### config.mk
export PLATFORM = sky130hd
export DESIGN_NAME = recursive_reader_writer_lock_unit_flat
export DESIGN_NICKNAME = d
export VERILOG_FILES = /design/src/rtl/core/rrwl_pkg.sv /design/src/rtl/core/rrwl_req_if.sv /design/src/rtl/core/rrwl_rsp_if.sv /design/src/rtl/core/recursive_reader_writer_lock_unit.sv /design/src/rtl/core/rrwl_in_stage.sv /design/src/rtl/core/rrwl_lock_core.sv /design/src/rtl/core/rrwl_out_stage.sv /design/src/flat_wrapper.sv
export SDC_FILE = /design/constraint.sdc
export NUM_CORES = 1
export LEC_CHECK = 0
export BUFFER_PORTS_ARGS = -buffer_cell sky130_fd_sc_hd__buf_2
export CAP_MARGIN = 25
export CORE_MARGIN = 2
export CORE_UTILIZATION = 32
export CTS_BUF_LIST = sky130_fd_sc_hd__clkbuf_4 sky130_fd_sc_hd__clkbuf_8
export DETAILED_ROUTE_END_ITERATION = 12
export PLACE_DENSITY = 0.47
export SYNTH_ARGS = -nofsm -noshare
export SYNTH_HDL_FRONTEND = slang
export SYNTH_HIERARCHICAL = 1
export SYNTH_SLANG_ARGS = --single-unit
### constraint.sdc
create_clock -name clk -period 3.8 [get_ports clk]
set_input_delay 0.95 -clock clk [delete_from_list [all_inputs] [get_ports clk]]
set_output_delay 0.95 -clock clk [all_outputs]
set_load 0.005 [all_outputs]
### src/rtl/core/rrwl_pkg.sv
// Package for the recursive reader-writer lock unit.
// Holds payload widths, action and status codes and the request/result structs.
// No dependencies.
`timescale 1ns / 1ps

package rrwl_pkg;

  localparam int ACTION_W = 3;
  localparam int REQ_W    = 4;
  localparam int STATUS_W = 2;
  localparam int COUNT_W  = 8;

  typedef enum logic [ACTION_W-1:0] {
    ACT_EXCL_LOCK     = 3'd0,
    ACT_EXCL_TRY      = 3'd1,
    ACT_UNLOCK        = 3'd2,
    ACT_SHARED_LOCK   = 3'd3,
    ACT_SHARED_UNLOCK = 3'd4
  } action_t;

  typedef enum logic [STATUS_W-1:0] {
    ST_GRANTED = 2'd0,
    ST_BUSY    = 2'd1,
    ST_PENDING = 2'd2,
    ST_ERROR   = 2'd3
  } status_t;

  typedef struct packed {
    logic [ACTION_W-1:0] action;
    logic [REQ_W-1:0]    requester;
  } req_t;

  typedef struct packed {
    logic [STATUS_W-1:0] status;
    logic                holds_exclusive;
    logic [COUNT_W-1:0]  readers_now;
    logic [COUNT_W-1:0]  depth_now;
  } rsp_t;

endpackage

### src/rtl/core/rrwl_req_if.sv
// Request channel interface for the lock unit: valid, ready and request payload.
// Depends on rrwl_pkg for field widths.
`timescale 1ns / 1ps

interface rrwl_req_if;
  logic                         valid;
  logic                         ready;
  logic [rrwl_pkg::ACTION_W-1:0] action;
  logic [rrwl_pkg::REQ_W-1:0]    requester;

  modport source (output valid, action, requester, input ready);
  modport sink   (input valid, action, requester, output ready);
endinterface

### src/rtl/core/rrwl_rsp_if.sv
// Result channel interface for the lock unit: valid, ready and result payload.
// Depends on rrwl_pkg for field widths.
`timescale 1ns / 1ps

interface rrwl_rsp_if;
  logic                          valid;
  logic                          ready;
  logic [rrwl_pkg::STATUS_W-1:0] status;
  logic                          holds_exclusive;
  logic [rrwl_pkg::COUNT_W-1:0]  readers_now;
  logic [rrwl_pkg::COUNT_W-1:0]  depth_now;

  modport source (output valid, status, holds_exclusive, readers_now, depth_now,
                  input ready);
  modport sink   (input valid, status, holds_exclusive, readers_now, depth_now,
                  output ready);
endinterface

### src/rtl/core/recursive_reader_writer_lock_unit.sv
// Recursive reader-writer lock unit: one request in, one result out, per
// transfer. A request is registered, decided combinationally against the lock
// state and its result registered, so the unit takes one request every cycle
// while the output does not stall. A result is offered once it has passed the
// input register and the result register; a result held by the output stalls
// the input. The rate is set by the holder, depth and shared-count registers,
// which update at the same edge that registers the result.
// Depends on rrwl_pkg, rrwl_req_if, rrwl_rsp_if and the rrwl_* stage modules.
`timescale 1ns / 1ps

module recursive_reader_writer_lock_unit #(
  parameter int ID_BITS     = 4,
  parameter int MAX_DEPTH   = 255,
  parameter int MAX_READERS = 255
) (
  input  logic       clk,
  input  logic       rst_n,
  rrwl_req_if.sink   in_req,
  rrwl_rsp_if.source out_rsp
);

  logic           s1_valid;
  logic           can_load;
  logic           adv;
  rrwl_pkg::req_t s1_req;
  rrwl_pkg::rsp_t core_rsp;

  assign adv = s1_valid && can_load;

  rrwl_in_stage u_in (
    .clk    (clk),
    .rst_n  (rst_n),
    .in_req (in_req),
    .adv    (adv),
    .valid  (s1_valid),
    .req    (s1_req)
  );

  rrwl_lock_core #(
    .ID_BITS     (ID_BITS),
    .MAX_DEPTH   (MAX_DEPTH),
    .MAX_READERS (MAX_READERS)
  ) u_core (
    .clk   (clk),
    .rst_n (rst_n),
    .adv   (adv),
    .req   (s1_req),
    .rsp   (core_rsp)
  );

  rrwl_out_stage u_out (
    .clk      (clk),
    .rst_n    (rst_n),
    .load     (s1_valid),
    .rsp      (core_rsp),
    .can_load (can_load),
    .out_rsp  (out_rsp)
  );

endmodule

### src/rtl/core/rrwl_in_stage.sv
// Input register of the lock unit: captures one request per transfer.
// Depends on rrwl_pkg and rrwl_req_if.
`timescale 1ns / 1ps

module rrwl_in_stage (
  input  logic           clk,
  input  logic           rst_n,
  rrwl_req_if.sink       in_req,
  input  logic           adv,
  output logic           valid,
  output rrwl_pkg::req_t req
);

  logic           valid_r, valid_nxt;
  rrwl_pkg::req_t req_r;

  assign in_req.ready = !valid_r || adv;

  always_comb begin
    valid_nxt = valid_r;
    if (in_req.ready) begin
      valid_nxt = in_req.valid;
    end
  end

  always_ff @(posedge clk) begin
    if (!rst_n) begin
      valid_r <= 1'b0;
    end else begin
      valid_r <= valid_nxt;
    end
  end

  always_ff @(posedge clk) begin
    if (in_req.valid && in_req.ready) begin
      req_r.action    <= in_req.action;
      req_r.requester <= in_req.requester;
    end
  end

  assign valid = valid_r;
  assign req   = req_r;

endmodule

### src/rtl/core/rrwl_lock_core.sv
// Lock state registers and the combinational decision logic for one request.
// Depends on rrwl_pkg.
`timescale 1ns / 1ps

module rrwl_lock_core #(
  parameter int ID_BITS     = 4,
  parameter int MAX_DEPTH   = 255,
  parameter int MAX_READERS = 255
) (
  input  logic           clk,
  input  logic           rst_n,
  input  logic           adv,
  input  rrwl_pkg::req_t req,
  output rrwl_pkg::rsp_t rsp
);

  localparam int DEPTH_W = $clog2(MAX_DEPTH + 1);
  localparam int RDR_W   = $clog2(MAX_READERS + 1);
  localparam logic [DEPTH_W-1:0] DEPTH_MAX = DEPTH_W'(MAX_DEPTH);
  localparam logic [RDR_W-1:0]   RDR_MAX   = RDR_W'(MAX_READERS);

  logic               gate_r, gate_nxt;
  logic [ID_BITS-1:0] holder_r, holder_nxt;
  logic               granted_r, granted_nxt;
  logic [DEPTH_W-1:0] depth_r, depth_nxt;
  logic [RDR_W-1:0]   readers_r, readers_nxt;

  logic               [ID_BITS-1:0] id;
  logic               mine, owns, resv_mine;
  rrwl_pkg::status_t  status;

  assign id        = ID_BITS'(req.requester);
  assign mine      = gate_r && (holder_r == id);
  assign owns      = mine && granted_r;
  assign resv_mine = mine && !granted_r;

  always_comb begin
    gate_nxt    = gate_r;
    holder_nxt  = holder_r;
    granted_nxt = granted_r;
    depth_nxt   = depth_r;
    readers_nxt = readers_r;
    status      = rrwl_pkg::ST_ERROR;
    unique case (rrwl_pkg::action_t'(req.action))
      rrwl_pkg::ACT_EXCL_LOCK, rrwl_pkg::ACT_EXCL_TRY: begin
        priority if (owns) begin
          if (depth_r >= DEPTH_MAX) begin
            status = rrwl_pkg::ST_ERROR;
          end else begin
            depth_nxt = depth_r + DEPTH_W'(1);
            status    = rrwl_pkg::ST_GRANTED;
          end
        end else if (resv_mine) begin
          if (readers_r == '0) begin
            granted_nxt = 1'b1;
            depth_nxt   = DEPTH_W'(1);
            status      = rrwl_pkg::ST_GRANTED;
          end else if (req.action == rrwl_pkg::ACT_EXCL_LOCK) begin
            status = rrwl_pkg::ST_PENDING;
          end else begin
            status = rrwl_pkg::ST_BUSY;
          end
        end else if (gate_r) begin
          status = rrwl_pkg::ST_BUSY;
        end else if (readers_r == '0) begin
          gate_nxt    = 1'b1;
          holder_nxt  = id;
          granted_nxt = 1'b1;
          depth_nxt   = DEPTH_W'(1);
          status      = rrwl_pkg::ST_GRANTED;
        end else if (req.action == rrwl_pkg::ACT_EXCL_LOCK) begin
          gate_nxt    = 1'b1;
          holder_nxt  = id;
          granted_nxt = 1'b0;
          depth_nxt   = '0;
          status      = rrwl_pkg::ST_PENDING;
        end else begin
          status = rrwl_pkg::ST_BUSY;
        end
      end
      rrwl_pkg::ACT_UNLOCK: begin
        if (owns && (depth_r > DEPTH_W'(1))) begin
          depth_nxt = depth_r - DEPTH_W'(1);
          status    = rrwl_pkg::ST_GRANTED;
        end else if (mine) begin
          gate_nxt    = 1'b0;
          holder_nxt  = '0;
          granted_nxt = 1'b0;
          depth_nxt   = '0;
          status      = rrwl_pkg::ST_GRANTED;
        end else begin
          status = rrwl_pkg::ST_ERROR;
        end
      end
      rrwl_pkg::ACT_SHARED_LOCK: begin
        priority if (owns) begin
          status = rrwl_pkg::ST_ERROR;
        end else if (gate_r) begin
          status = rrwl_pkg::ST_BUSY;
        end else if (readers_r >= RDR_MAX) begin
          status = rrwl_pkg::ST_ERROR;
        end else begin
          readers_nxt = readers_r + RDR_W'(1);
          status      = rrwl_pkg::ST_GRANTED;
        end
      end
      rrwl_pkg::ACT_SHARED_UNLOCK: begin
        if (readers_r == '0) begin
          status = rrwl_pkg::ST_ERROR;
        end else begin
          readers_nxt = readers_r - RDR_W'(1);
          status      = rrwl_pkg::ST_GRANTED;
        end
      end
      default: begin
        status = rrwl_pkg::ST_ERROR;
      end
    endcase
  end

  always_ff @(posedge clk) begin
    if (!rst_n) begin
      gate_r    <= 1'b0;
      holder_r  <= '0;
      granted_r <= 1'b0;
      depth_r   <= '0;
      readers_r <= '0;
    end else if (adv) begin
      gate_r    <= gate_nxt;
      holder_r  <= holder_nxt;
      granted_r <= granted_nxt;
      depth_r   <= depth_nxt;
      readers_r <= readers_nxt;
    end
  end

  assign rsp.status          = status;
  assign rsp.holds_exclusive = gate_nxt && granted_nxt && (holder_nxt == id);
  assign rsp.readers_now     = rrwl_pkg::COUNT_W'(readers_nxt);
  assign rsp.depth_now       = rrwl_pkg::COUNT_W'(depth_nxt);

endmodule

### src/rtl/core/rrwl_out_stage.sv
// Result register of the lock unit: holds one result until its transfer.
// Depends on rrwl_pkg and rrwl_rsp_if.
`timescale 1ns / 1ps

module rrwl_out_stage (
  input  logic           clk,
  input  logic           rst_n,
  input  logic           load,
  input  rrwl_pkg::rsp_t rsp,
  output logic           can_load,
  rrwl_rsp_if.source     out_rsp
);

  logic           valid_r, valid_nxt;
  rrwl_pkg::rsp_t rsp_r;

  assign can_load = !valid_r || out_rsp.ready;

  always_comb begin
    valid_nxt = valid_r;
    if (can_load) begin
      valid_nxt = load;
    end
  end

  always_ff @(posedge clk) begin
    if (!rst_n) begin
      valid_r <= 1'b0;
    end else begin
      valid_r <= valid_nxt;
    end
  end

  always_ff @(posedge clk) begin
    if (load && can_load) begin
      rsp_r <= rsp;
    end
  end

  assign out_rsp.valid           = valid_r;
  assign out_rsp.status          = rsp_r.status;
  assign out_rsp.holds_exclusive = rsp_r.holds_exclusive;
  assign out_rsp.readers_now     = rsp_r.readers_now;
  assign out_rsp.depth_now       = rsp_r.depth_now;

endmodule

### src/flat_wrapper.sv
// flat-port wrapper written by rule: the top's interface ports become plain ports
module recursive_reader_writer_lock_unit_flat 
#(
  parameter int ID_BITS     = 4,
  parameter int MAX_DEPTH   = 255,
  parameter int MAX_READERS = 255
)
  (clk, rst_n, in_req_valid, in_req_action, in_req_requester, in_req_ready, out_rsp_valid, out_rsp_status, out_rsp_holds_exclusive, out_rsp_readers_now, out_rsp_depth_now, out_rsp_ready);
  rrwl_req_if in_req_i ();
  rrwl_rsp_if out_rsp_i ();
  input  logic clk;
  input  logic rst_n;
  input wire logic [$bits(in_req_i.valid)-1:0] in_req_valid;
  input wire logic [$bits(in_req_i.action)-1:0] in_req_action;
  input wire logic [$bits(in_req_i.requester)-1:0] in_req_requester;
  output wire logic [$bits(in_req_i.ready)-1:0] in_req_ready;
  output wire logic [$bits(out_rsp_i.valid)-1:0] out_rsp_valid;
  output wire logic [$bits(out_rsp_i.status)-1:0] out_rsp_status;
  output wire logic [$bits(out_rsp_i.holds_exclusive)-1:0] out_rsp_holds_exclusive;
  output wire logic [$bits(out_rsp_i.readers_now)-1:0] out_rsp_readers_now;
  output wire logic [$bits(out_rsp_i.depth_now)-1:0] out_rsp_depth_now;
  input wire logic [$bits(out_rsp_i.ready)-1:0] out_rsp_ready;
  assign in_req_i.valid = in_req_valid;
  assign in_req_i.action = in_req_action;
  assign in_req_i.requester = in_req_requester;
  assign in_req_ready = in_req_i.ready;
  assign out_rsp_valid = out_rsp_i.valid;
  assign out_rsp_status = out_rsp_i.status;
  assign out_rsp_holds_exclusive = out_rsp_i.holds_exclusive;
  assign out_rsp_readers_now = out_rsp_i.readers_now;
  assign out_rsp_depth_now = out_rsp_i.depth_now;
  assign out_rsp_i.ready = out_rsp_ready;
  recursive_reader_writer_lock_unit #(.ID_BITS(ID_BITS), .MAX_DEPTH(MAX_DEPTH), .MAX_READERS(MAX_READERS)) u_core (.clk(clk), .rst_n(rst_n), .in_req(in_req_i), .out_rsp(out_rsp_i));
endmodule
==> out/metrics.cfg <==
[floorplan]
design.core.area_sq_um=9770
die_w_um=104
die_h_um=104
start_util_pct=33.0
dieArea_sq_um=10900
ioPinCount=32
rows=36

[place]
placed_area_sq_um=3470
globalplace.congestion=0.866
hpwl_mm=6.07
pre_cts_ws_ns=1.25
numPortBuffers=31
dp_cells=525

[clock_tree]
htreeDepth=2
clk_latency_ns=0.31
cts_tree=done
clkSinkCount=50
post_cts_resized=0
cts_buffers=5
cts.path.max_buffers=2
cts_hold_buf=0
cts_root_buffer=clkbuf_8
path_clk_slew_ns=0.09
cts_setup_buffers=0

[synth]
synth.largest_area_cell=edfxtp_1
synthArstFlopShare_pct=0
yosys_register_bits=50
synth.area.top_cells=edfxtp_1 24%, dfxtp_1 15%, o21ai_0 5.0%, nor2_1 4.3%, nand2_1 4.2%
synthFlopType=edfxtp_1
synth-seq-area-share_pct=39.1
synth_cell_types=65
syn-num-nets=395
synth.top_cell.area_share_pct=24.2
synth_common_cells=37 x nor2_1, 36 x nand2_1, 32 x o21ai_0, 26 x edfxtp_1, 24 x dfxtp_1
synth_cells=379
synth_edf_count=26
yosysMostFrequentCell=nor2_1
syn_area_sq_um=3230
yosysWarnings=6
syn_area_per_cell_sq_um=8.52

[timing]
min_period_ns=2.55
hold_ws_ns=0.490
setup_viol=0
period_share_pct=67.0
tightest_slew_ns=0.908
rsz0062_at_grt=no
hold_viol=0
fmax_ghz=0.393
report.final.slew_viol_count=0
slew_headroom_pct=39.5
finClkSkew_ns=0.0101
fin_ws_ns=1.25
final.setup.tns_ns=0

[setup_path]
crit_arrival_ns=1.60
startpoint_type=primary input
critPathKind=primary input to output port
critPathCaptureType=output port
worst-path-max-fanout=3
required_ns=2.85

[detailed_routing]
wl_per_cell_um=16.0
drt_first_iter_violations=247
first_pass_iters=4
vias_per_cell=5.41
drc=0
drt_wl_total_mm=8.54
final_antenna_net_count=0
vias=2884

[run]
maxCapViolCount=0

[global_routing]
grt_overflow_total=0
grt_pass1_vias=2707
grt_pass1_wl_mm=14.1
grt_usage_pct=15.9
grt_max_degree=23
antenna_found_initial=0

[cells_and_area]
layout.nets=415
final_core_util_pct=36.7
design_area_sq_um=3590
antenna_cells=0
area_growth_pct=11.1
drive_gt1_share_pct=16.5
instances_no_fill=533

[hold_path]
min_path_type=flip-flop to flip-flop

[power_and_ir_drop]
p_per_area_nw_per_um2=351
max-vdd-ir-drop_mv=0.138
finalPower_mw=1.26
power.leakage_nw=1.29

[run_status]
status=completed

## cell type report
class | count | area [sq um]
clock inverter | 1 | 30.0
inverter | 19 | 71.3
clock buffer | 7 | 90.1
tap | 133 | 166
timing repair buffer | 34 | 178
fill | 1025 | 6190
sequential | 50 | 1260
multi-input combinational | 289 | 1790
## worst max-delay path: stages
cell and delay [ns]:
buf_2 0.09, nand2b_4 0.13, and2_1 0.14, nand2b_4 0.15
buf_2 0.13
## flip-flops by register name, summed over array words and instances, names as in the netlist, 2 cells and up
name / cells
u_core/u_core/depth_r: 8
u_core/u_core/readers_r: 8
u_core/u_out/out_rsp.depth_now: 8
u_core/u_out/out_rsp.readers_now: 8
u_core/u_in/req: 7
u_core/u_core/holder_r: 4
u_core/u_out/out_rsp.status: 2
## report_power, final
part	internal, mW	total (mW)	leakage (nW)	switching [mW]
Sequential	0.603	0.637	0.445	0.0338
Combinational	0.0868	0.220	0.781	0.133
Clock	0.222	0.403	0.0619	0.181
Total	0.912	1.26	1.29	0.348
## cell usage in the layout (no fill, tap or decap), types with 11 or more instances in the layout
master / n
nor2_1: 37
nand2_1: 36
o21ai_0: 32
buf_2: 31
edfxtp_1: 26
dfxtp_1: 24
a21oi_1: 21
inv_1: 19
nor3_1: 18
nand3_1: 11
## kinds of logic (layout without fill, tap and decap cells)
group           after synthesis  count (layout)  share of synthesized area, %
fa+ha+maj                     5               5                          1.94
mux                           5               5                          1.59
compound gates              110             110                          23.0
buf+inv                      40              61                          5.50
simple gates                162             162                          27.0
flops                        50              50                          39.1
xor+xnor                      7               7                          1.90
## per-layer routing
layer / global-route usage, % / vias to the layer above / share of wire (%)
li1: - / 1447 / -
met1: 23.2 / 1349 / 50
met2: 24.3 / 80 / 43
met3: 2.44 / 8 / 5.8
met4: 4.25 / 0 / 0.86
met5: 0 / - / 0
## worst paths after layout
kind                        startpoint                                 to  slack, ns  depth (start not counted)
max reg2reg   u_core/u_core/depth_r[2]  u_core/u_out/out_rsp.depth_now[5]       1.31                          6
min          u_core/u_core/holder_r[3]          u_core/u_core/holder_r[3]       0.49                          1
min reg2reg  u_core/u_core/holder_r[3]          u_core/u_core/holder_r[3]       0.49                          1
max                      out_rsp_ready                       in_req_ready       1.25                          5
Note: power is estimated with default switching activity, not from simulation.
